**config.mk**
```make
export PLATFORM = sky130hd
export DESIGN_NAME = status_led_blink_sequencer
export DESIGN_NICKNAME = d
export VERILOG_FILES = /design/src/sv/slbs_pkg.sv /design/src/sv/status_led_blink_sequencer.sv
export SDC_FILE = /design/constraint.sdc
export NUM_CORES = 1
export LEC_CHECK = 0
export BUFFER_PORTS_ARGS = -buffer_cell sky130_fd_sc_hd__buf_2
export CAP_MARGIN = 10
export CORE_UTILIZATION = 55
export DETAILED_ROUTE_END_ITERATION = 10
export GPL_TIMING_DRIVEN = 0
export HOLD_SLACK_MARGIN = 0.12
export PLACE_DENSITY = 0.74
export SLEW_MARGIN = 5
export SYNTH_ARGS = -nofsm -noshare
export SYNTH_HDL_FRONTEND = slang
export SYNTH_SLANG_ARGS = --single-unit
export TNS_END_PERCENT = 5
```
**constraint.sdc**
```tcl
create_clock -name clk -period 5.6 [get_ports clk]
set_input_delay 0.56 -clock clk [delete_from_list [all_inputs] [get_ports clk]]
set_output_delay 0.56 -clock clk [all_outputs]
set_load 0.01 [all_outputs]
```
**src/sv/slbs_pkg.sv**
```systemverilog
// ----------------------------------------------------------------------------
// Status LED blink sequencer package
// Shared types and constants: tick and status beats, pattern phases and
// configuration register indexes.
// ----------------------------------------------------------------------------
package slbs_pkg;

    localparam int TIME_W  = 16;
    localparam int TICKS_W = 17;
    localparam int CFG_INDEX_W = 3;

    localparam logic [TICKS_W-1:0] TICK_MAX = '1;

    localparam logic [TIME_W-1:0] PULSE_ON_RESET      = 16'd150;
    localparam logic [TIME_W-1:0] PULSE_GAP_RESET     = 16'd120;
    localparam logic [TIME_W-1:0] GROUP_PAUSE_RESET   = 16'd300;
    localparam logic [TIME_W-1:0] LONG_PAUSE_RESET    = 16'd1000;
    localparam logic [TIME_W-1:0] FAULT_HALF_RESET    = 16'd150;

    localparam logic [CFG_INDEX_W-1:0] CFG_PULSE_ON_TIME     = 3'd0;
    localparam logic [CFG_INDEX_W-1:0] CFG_PULSE_GAP_TIME    = 3'd1;
    localparam logic [CFG_INDEX_W-1:0] CFG_GROUP_PAUSE_TIME  = 3'd2;
    localparam logic [CFG_INDEX_W-1:0] CFG_LONG_PAUSE_TIME   = 3'd3;
    localparam logic [CFG_INDEX_W-1:0] CFG_FAULT_HALF_PERIOD = 3'd4;
    localparam logic [CFG_INDEX_W-1:0] CFG_PATTERN_DISABLED  = 3'd5;
    localparam logic [CFG_INDEX_W-1:0] CFG_MANUAL_OVERRIDE   = 3'd6;
    localparam logic [CFG_INDEX_W-1:0] CFG_MANUAL_LEVEL      = 3'd7;

    typedef enum logic [3:0] {
        PH_NET_ON      = 4'd0,
        PH_NET_GAP     = 4'd1,
        PH_NET_SECOND  = 4'd2,
        PH_NET_PAUSE   = 4'd3,
        PH_GNSS_ON     = 4'd4,
        PH_GNSS_GAP    = 4'd5,
        PH_GNSS_SECOND = 4'd6,
        PH_GNSS_PAUSE  = 4'd7,
        PH_LONG_PAUSE  = 4'd8
    } phase_t;

    typedef struct packed {
        logic modem_powered;
        logic init_attempted;
        logic uart_responding;
        logic modem_ready;
        logic net_registered;
        logic gnss_enabled;
        logic gnss_fix;
    } tick_t;

    typedef struct packed {
        logic       led_level;
        logic       drive_enable;
        logic [3:0] pattern_phase;
        logic       fault_mode;
    } status_t;

endpackage

```
**src/sv/status_led_blink_sequencer.sv**
```systemverilog
// ----------------------------------------------------------------------------
// Status LED blink sequencer
// Takes one tick beat per millisecond with modem and GNSS status bits and
// produces one status beat per tick with the LED level and pattern phase.
// ----------------------------------------------------------------------------
//
//  Channel  Handshake                Payload
//  -------  -----------------------  ------------------------------------
//  tick     tick_valid / tick_stall  tick   (status bits, in)
//  status   status_valid / stall     status (LED level, phase, fault, out)
//  cfg      cfg_valid / cfg_ready    cfg_index, cfg_data (register write)
//
//  A new tick can be accepted every cycle while tick_stall is low.
//  The pattern state and the status register update together at acceptance.
//  The status register holds one beat; tick_stall is high only while that
//  beat is waiting and status_stall is high.
//  Reset puts the configuration and pattern registers to their reset values
//  and empties the status register; the status payload itself is not reset.
//
module status_led_blink_sequencer (
    input  logic                             clk,
    input  logic                             rst_n,
    input  logic                             tick_valid,
    output logic                             tick_stall,
    input  slbs_pkg::tick_t                  tick,
    output logic                             status_valid,
    input  logic                             status_stall,
    output slbs_pkg::status_t                status,
    input  logic                             cfg_valid,
    output logic                             cfg_ready,
    input  logic [slbs_pkg::CFG_INDEX_W-1:0] cfg_index,
    input  logic [slbs_pkg::TIME_W-1:0]      cfg_data
);
    import slbs_pkg::*;

    logic [TIME_W-1:0]  pulse_on_reg;
    logic [TIME_W-1:0]  pulse_gap_reg;
    logic [TIME_W-1:0]  group_pause_reg;
    logic [TIME_W-1:0]  rest_time_reg;
    logic [TIME_W-1:0]  fault_half_reg;
    logic               disabled_reg;
    logic               override_reg;
    logic               manual_level_reg;

    phase_t             phase_reg, phase_next;
    logic [TICKS_W-1:0] phase_ticks_reg, phase_ticks_next;
    logic [TICKS_W-1:0] fault_ticks_reg, fault_ticks_next;
    logic               fault_level_reg, fault_level_next;
    logic               led_reg, led_next;

    logic               status_valid_reg;
    status_t            status_reg, status_next;

    logic               accept;
    logic               faulted;
    logic               net_ok;
    logic               gnss_ok;
    logic               group_ok;
    logic [TICKS_W-1:0] phase_ticks_inc;
    logic [TICKS_W-1:0] fault_ticks_inc;
    logic [TICKS_W-1:0] second_len;
    logic               pat_advance;
    phase_t             pat_phase;
    logic               pat_led;

    assign cfg_ready    = 1'b1;
    assign tick_stall   = status_valid_reg && status_stall;
    assign accept       = tick_valid && !tick_stall;
    assign status_valid = status_valid_reg;
    assign status       = status_reg;

    assign faulted = !tick.modem_powered || (tick.init_attempted && !tick.uart_responding);
    assign net_ok  = tick.modem_ready && tick.net_registered;
    assign gnss_ok = tick.gnss_enabled && tick.gnss_fix;

    assign phase_ticks_inc = (phase_ticks_reg == TICK_MAX) ? TICK_MAX : phase_ticks_reg + 1'b1;
    assign fault_ticks_inc = (fault_ticks_reg == TICK_MAX) ? TICK_MAX : fault_ticks_reg + 1'b1;
    assign second_len      = {1'b0, pulse_gap_reg} + {1'b0, pulse_on_reg};

    always_comb
    begin
        pat_phase   = phase_reg;
        pat_led     = led_reg;
        pat_advance = 1'b0;
        group_ok    = (phase_reg == PH_NET_ON) ? net_ok : gnss_ok;
        unique case (phase_reg)
            PH_NET_ON, PH_GNSS_ON:
            begin
                pat_led = 1'b1;
                if (phase_ticks_inc >= {1'b0, pulse_on_reg})
                begin
                    pat_led     = 1'b0;
                    pat_advance = 1'b1;
                    pat_phase   = group_ok ? phase_t'(phase_reg + 4'd3)
                                           : phase_t'(phase_reg + 4'd1);
                end
            end
            PH_NET_GAP, PH_GNSS_GAP:
            begin
                if (phase_ticks_inc >= {1'b0, pulse_gap_reg})
                begin
                    pat_advance = 1'b1;
                    pat_phase   = phase_t'(phase_reg + 4'd1);
                end
            end
            PH_NET_SECOND, PH_GNSS_SECOND:
            begin
                pat_led = 1'b1;
                if (phase_ticks_inc >= second_len)
                begin
                    pat_led     = 1'b0;
                    pat_advance = 1'b1;
                    pat_phase   = phase_t'(phase_reg + 4'd1);
                end
            end
            PH_NET_PAUSE, PH_GNSS_PAUSE:
            begin
                if (phase_ticks_inc >= {1'b0, group_pause_reg})
                begin
                    pat_advance = 1'b1;
                    pat_phase   = phase_t'(phase_reg + 4'd1);
                end
            end
            PH_LONG_PAUSE:
            begin
                if (phase_ticks_inc >= {1'b0, rest_time_reg})
                begin
                    pat_advance = 1'b1;
                    pat_phase   = PH_NET_ON;
                end
            end
            default:
            begin
                pat_advance = 1'b1;
                pat_phase   = PH_NET_ON;
            end
        endcase
    end

    always_comb
    begin
        phase_next       = phase_reg;
        phase_ticks_next = phase_ticks_inc;
        fault_ticks_next = fault_ticks_inc;
        fault_level_next = fault_level_reg;
        led_next         = led_reg;
        status_next      = '0;
        if (disabled_reg)
        begin
            status_next.drive_enable = 1'b0;
            status_next.led_level    = 1'b0;
        end
        else if (override_reg)
        begin
            led_next                 = manual_level_reg;
            status_next.drive_enable = 1'b1;
            status_next.led_level    = manual_level_reg;
        end
        else if (faulted)
        begin
            if (fault_ticks_inc >= {1'b0, fault_half_reg})
            begin
                fault_level_next = !fault_level_reg;
                led_next         = !fault_level_reg;
                fault_ticks_next = '0;
            end
            status_next.drive_enable = 1'b1;
            status_next.fault_mode   = 1'b1;
            status_next.led_level    = led_next;
        end
        else
        begin
            phase_next = pat_phase;
            led_next   = pat_led;
            if (pat_advance)
            begin
                phase_ticks_next = '0;
            end
            status_next.drive_enable = 1'b1;
            status_next.led_level    = pat_led;
        end
        status_next.pattern_phase = phase_next;
    end

    always_ff @(posedge clk or negedge rst_n)
    begin
        if (!rst_n)
        begin
            pulse_on_reg     <= PULSE_ON_RESET;
            pulse_gap_reg    <= PULSE_GAP_RESET;
            group_pause_reg  <= GROUP_PAUSE_RESET;
            rest_time_reg    <= LONG_PAUSE_RESET;
            fault_half_reg   <= FAULT_HALF_RESET;
            disabled_reg     <= 1'b0;
            override_reg     <= 1'b0;
            manual_level_reg <= 1'b0;
        end
        else if (cfg_valid && cfg_ready)
        begin
            unique case (cfg_index)
                CFG_PULSE_ON_TIME:     pulse_on_reg     <= cfg_data;
                CFG_PULSE_GAP_TIME:    pulse_gap_reg    <= cfg_data;
                CFG_GROUP_PAUSE_TIME:  group_pause_reg  <= cfg_data;
                CFG_LONG_PAUSE_TIME:   rest_time_reg    <= cfg_data;
                CFG_FAULT_HALF_PERIOD: fault_half_reg   <= cfg_data;
                CFG_PATTERN_DISABLED:  disabled_reg     <= cfg_data[0];
                CFG_MANUAL_OVERRIDE:   override_reg     <= cfg_data[0];
                CFG_MANUAL_LEVEL:      manual_level_reg <= cfg_data[0];
                default:
                begin
                end
            endcase
        end
    end

    always_ff @(posedge clk or negedge rst_n)
    begin
        if (!rst_n)
        begin
            phase_reg        <= PH_NET_ON;
            phase_ticks_reg  <= '0;
            fault_ticks_reg  <= '0;
            fault_level_reg  <= 1'b0;
            led_reg          <= 1'b0;
            status_valid_reg <= 1'b0;
        end
        else
        begin
            if (accept)
            begin
                phase_reg        <= phase_next;
                phase_ticks_reg  <= phase_ticks_next;
                fault_ticks_reg  <= fault_ticks_next;
                fault_level_reg  <= fault_level_next;
                led_reg          <= led_next;
                status_valid_reg <= 1'b1;
            end
            else if (!status_stall)
            begin
                status_valid_reg <= 1'b0;
            end
        end
    end

    always_ff @(posedge clk)
    begin
        if (accept)
        begin
            status_reg <= status_next;
        end
    end

    a_fault_drives: assert property (@(posedge clk) disable iff (!rst_n)
        status_valid |-> (!status.fault_mode || status.drive_enable))
        else $error("Fault beat without pin drive.");

    a_released_dark: assert property (@(posedge clk) disable iff (!rst_n)
        (status_valid && !status.drive_enable) |-> !status.led_level)
        else $error("Released pin reported lit.");

    a_phase_range: assert property (@(posedge clk) disable iff (!rst_n)
        status_valid |-> (status.pattern_phase <= 4'd8))
        else $error("Pattern phase out of range.");

    a_fault_holds_phase: assert property (@(posedge clk) disable iff (!rst_n)
        (accept && (disabled_reg || override_reg || faulted)) |=>
            (phase_reg == $past(phase_reg)))
        else $error("Phase moved outside the pattern mode.");

    a_stall_needs_beat: assert property (@(posedge clk) disable iff (!rst_n)
        tick_stall |-> status_valid_reg)
        else $error("Tick stalled with empty status register.");

endmodule

```
==> flow_summary.toml <==
[floorplanning]
dieWidth_um = 131
coreArea_um2 = 16100
rows = 46
pin_count = 41
start_util_pct = 56.9
die_h_um = 131
die_area_um2 = 17100

[run_status]
outcome = "finished clean"

[critical_path]
cp-end-kind = "register"
r2r_slack_ns = 0.43
crit_arrival_ns = 5.32
endpoint = "status[3]$_DFFE_PP_"
slowest_stage = "a221o_1"
start_kind = "register"
cp_slowest_stage_delay_ns = 0.50
critPathMaxFanout = 10
cpLargestDelayFamily = "compound AO/OA/AOI/OAI gates"
reg2reg_depth = 18
cp_num_cells = 18
worst-path-buf-inv = 3
cp_cell_sequence = "ha_1, and4_4, buf_6, nand4_4, nor2_4, nand2_1, clkbuf_1, buf_1, nand2_1, ha_1, a21o_1, a21oi_1, o21ai_0, a211oi_1, o21ai_0, a221o_1, o2bb2ai_2, a221o_1"
reg2reg_to = "status[3]$_DFFE_PP_"
worstSetupPathType = "reg -> reg"
crit_start = "phase_ticks_reg[0]$_DFFE_PN0P_"
crit_required_ns = 5.76
reg2reg_from = "phase_ticks_reg[0]$_DFFE_PN0P_"

[finish]
diodes = 0
fill_cells = 1338
drive_gt1_share_pct = 12.8
final_cells = 1312
multi_input_area_um2 = 5300
syn_to_final_growth_pct = 11.7
stdcell_area_um2 = 10200
layout.nets = 1235
regArea_um2 = 3340

[timing]
slew_headroom_pct = 9.67
min_period_ns = 5.17
hold_ws_ns = 0.154
period_share_pct = 92.2
setup_viol = 0
grt_setup_unrepaired = "no"
final.setup.tns_ns = 0
hold_viol = 0
slew_violations = 0
fin_ws_ns = 0.434
fmaxAchievable_ghz = 0.194
fin_worst_skew_ns = 0.0126
worst_pin_slew_ns = 1.34

[cts]
cts.htree.levels = 4
root_buffer = "clkbuf_16"
cts_sinks = 131
clk_latency_ns = 0.42
ctsResizeCount = 0
hold_buffers = 0
tritoncts = "built"
clkTransAtPathRegs_ns = 0.06
cts_made_buffers = 17
post_cts_buffers = 0
clockBufferDepth = 2

[detailed_routing]
first_iter_violations = 480
drt-total-wl_um = 23600
ant_nets = 0
drc_errors = 0
wl_met2_um = 11000
drtPass1Iterations = 5
post_drt_wl_per_cell_um = 18.0
drt-met1-wl_um = 10600
highest_layer = "met4"
via_count = 7655
drt-vias-per-instance = 5.83
dr_wl_met3_um = 1540

[synth]
yosysWarnings = 0
synth_most_common_cell = "nand2_1"
synth_largest_area_cell = "dfrtp_1"
synth_edf_count = 7
yosys-top-cells-count = "162 x nand2_1, 120 x ha_1, 109 x o21ai_0"
ys_types = 67
synth_top_area_share_pct = 27.9
ys_async_sr_fraction_pct = 94.7
ys_seq_area_share_pct = 36.6
synth_nets = 1178
synthFlopType = "dfrtp_1"
syn_area_per_cell_um2 = 8.90
netlist_area_um2 = 9140
yosys_register_bits = 131
synth_cells = 1026
yosys-top-cells-area = "dfrtp_1 28%, ha_1 16%, nand2_1 6.7%"

[place]
io_buffer_count = 37
dpl_cell_area_um2 = 9620
placed_cells = 1280
finalWeightedCongestion = 0.876
place_hpwl_um = 17500
pre_cts_ws_ns = 0.561

[grt]
track_usage_pct = 29.8
grt_max_degree = 66
grt_pass1_wl_um = 38100
antenna_found_initial = 0
grt_overflow = 0
grt_pass1_vias = 7390

[worst_hold_path]
hold_path_class = "in -> async"

[power_and_ir_drop]
power_density_nw_per_um2 = 395
p_leak_nw = 4.92
irDropWorstVdd_mv = 0.303

[flow_run]
maxCapViolCount = 0
-- worst min path at each step --
stage,startpoint,to,slack (ns),cells after the start
final,rst_n,pulse_gap_reg[7]$_DFFE_PN0P_,0.15,1
after global routing,rst_n,pulse_gap_reg[7]$_DFFE_PN0P_,0.21,1
after detailed placement,fault_level_reg$_DFFE_PN0P_,fault_level_reg$_DFFE_PN0P_,0.47,1
after floorplan,rst_n,disabled_reg$_DFFE_PN0P_,0.26,0
after CTS,rst_n,pulse_gap_reg[7]$_DFFE_PN0P_,0.18,1
after global placement,fault_level_reg$_DFFE_PN0P_,fault_level_reg$_DFFE_PN0P_,0.47,1
-- area by class of cell --
cell class,instances,share of cell area (%)
plain buffers,33,1.40
clock buffers,21,4.41
clock inverters,11,1.26
inverters,95,3.49
multi-input cells,767,51.9
flip-flops and latches,131,32.7
well taps,216,2.65
repair buffers,38,2.15
-- through the flow --
step	total power, mW	util [%]
global route	4.32	63.5
finish	4.03	63.5
CTS	4.02	63.5
global placement	2.84	59.7
detailed placement	2.90	59.9
floorplan	2.46	-
-- layout by cell type, fill, tap and decap left out, types with 26 or more instances in the layout --
cell	Yosys	layout
a21oi_1	58	58
nor2_1	34	34
inv_1	93	93
ha_1	120	120
clkbuf_1	28	31
nand3_1	28	28
xor2_1	26	26
buf_2	0	36
nand2_1	162	162
dfrtp_1	102	102
o21ai_0	109	109
-- layer usage --
| metal | vias up | track usage [%] |
|---|---|---|
| li1 | 3720 | - |
| met1 | 3660 | 40.4 |
| met2 | 236 | 48.5 |
| met3 | 39 | 5.37 |
| met4 | 0 | 9.33 |
| met5 | - | 0 |
-- kinds of logic after synthesis --
family                     share of synthesized area, %
xor gates and xnor gates                           3.93
muxes                                              3.92
adders and majority gates                          16.7
and+or+nand+nor                                    16.5
buffers and inverters                              5.47
other                                            0.0411
DFF                                                36.6
AOI/OAI and AO/OA                                  17.0
-- report_power, final --
part | internal, mW | total, mW | switching (mW)
sequential | 1.17 | 1.29 | 0.122
clock | 0.670 | 1.10 | 0.429
combinational | 0.660 | 1.64 | 0.979
total | 2.50 | 4.03 | 1.53
-- worst register-to-register path, cell delays in order, from the launching register on --
cell,delay (ns)
dfrtp_1,0.40
ha_1,0.24
and4_4,0.16
buf_6,0.13
nand4_4,0.08
nor2_4,0.06
nand2_1,0.09
clkbuf_1,0.36
buf_1,0.42
nand2_1,0.37
ha_1,0.42
a21o_1,0.19
a21oi_1,0.12
o21ai_0,0.17
a211oi_1,0.36
o21ai_0,0.36
a221o_1,0.50
o2bb2ai_2,0.16
a221o_1,0.34
Power figures use the tool's default switching activity.
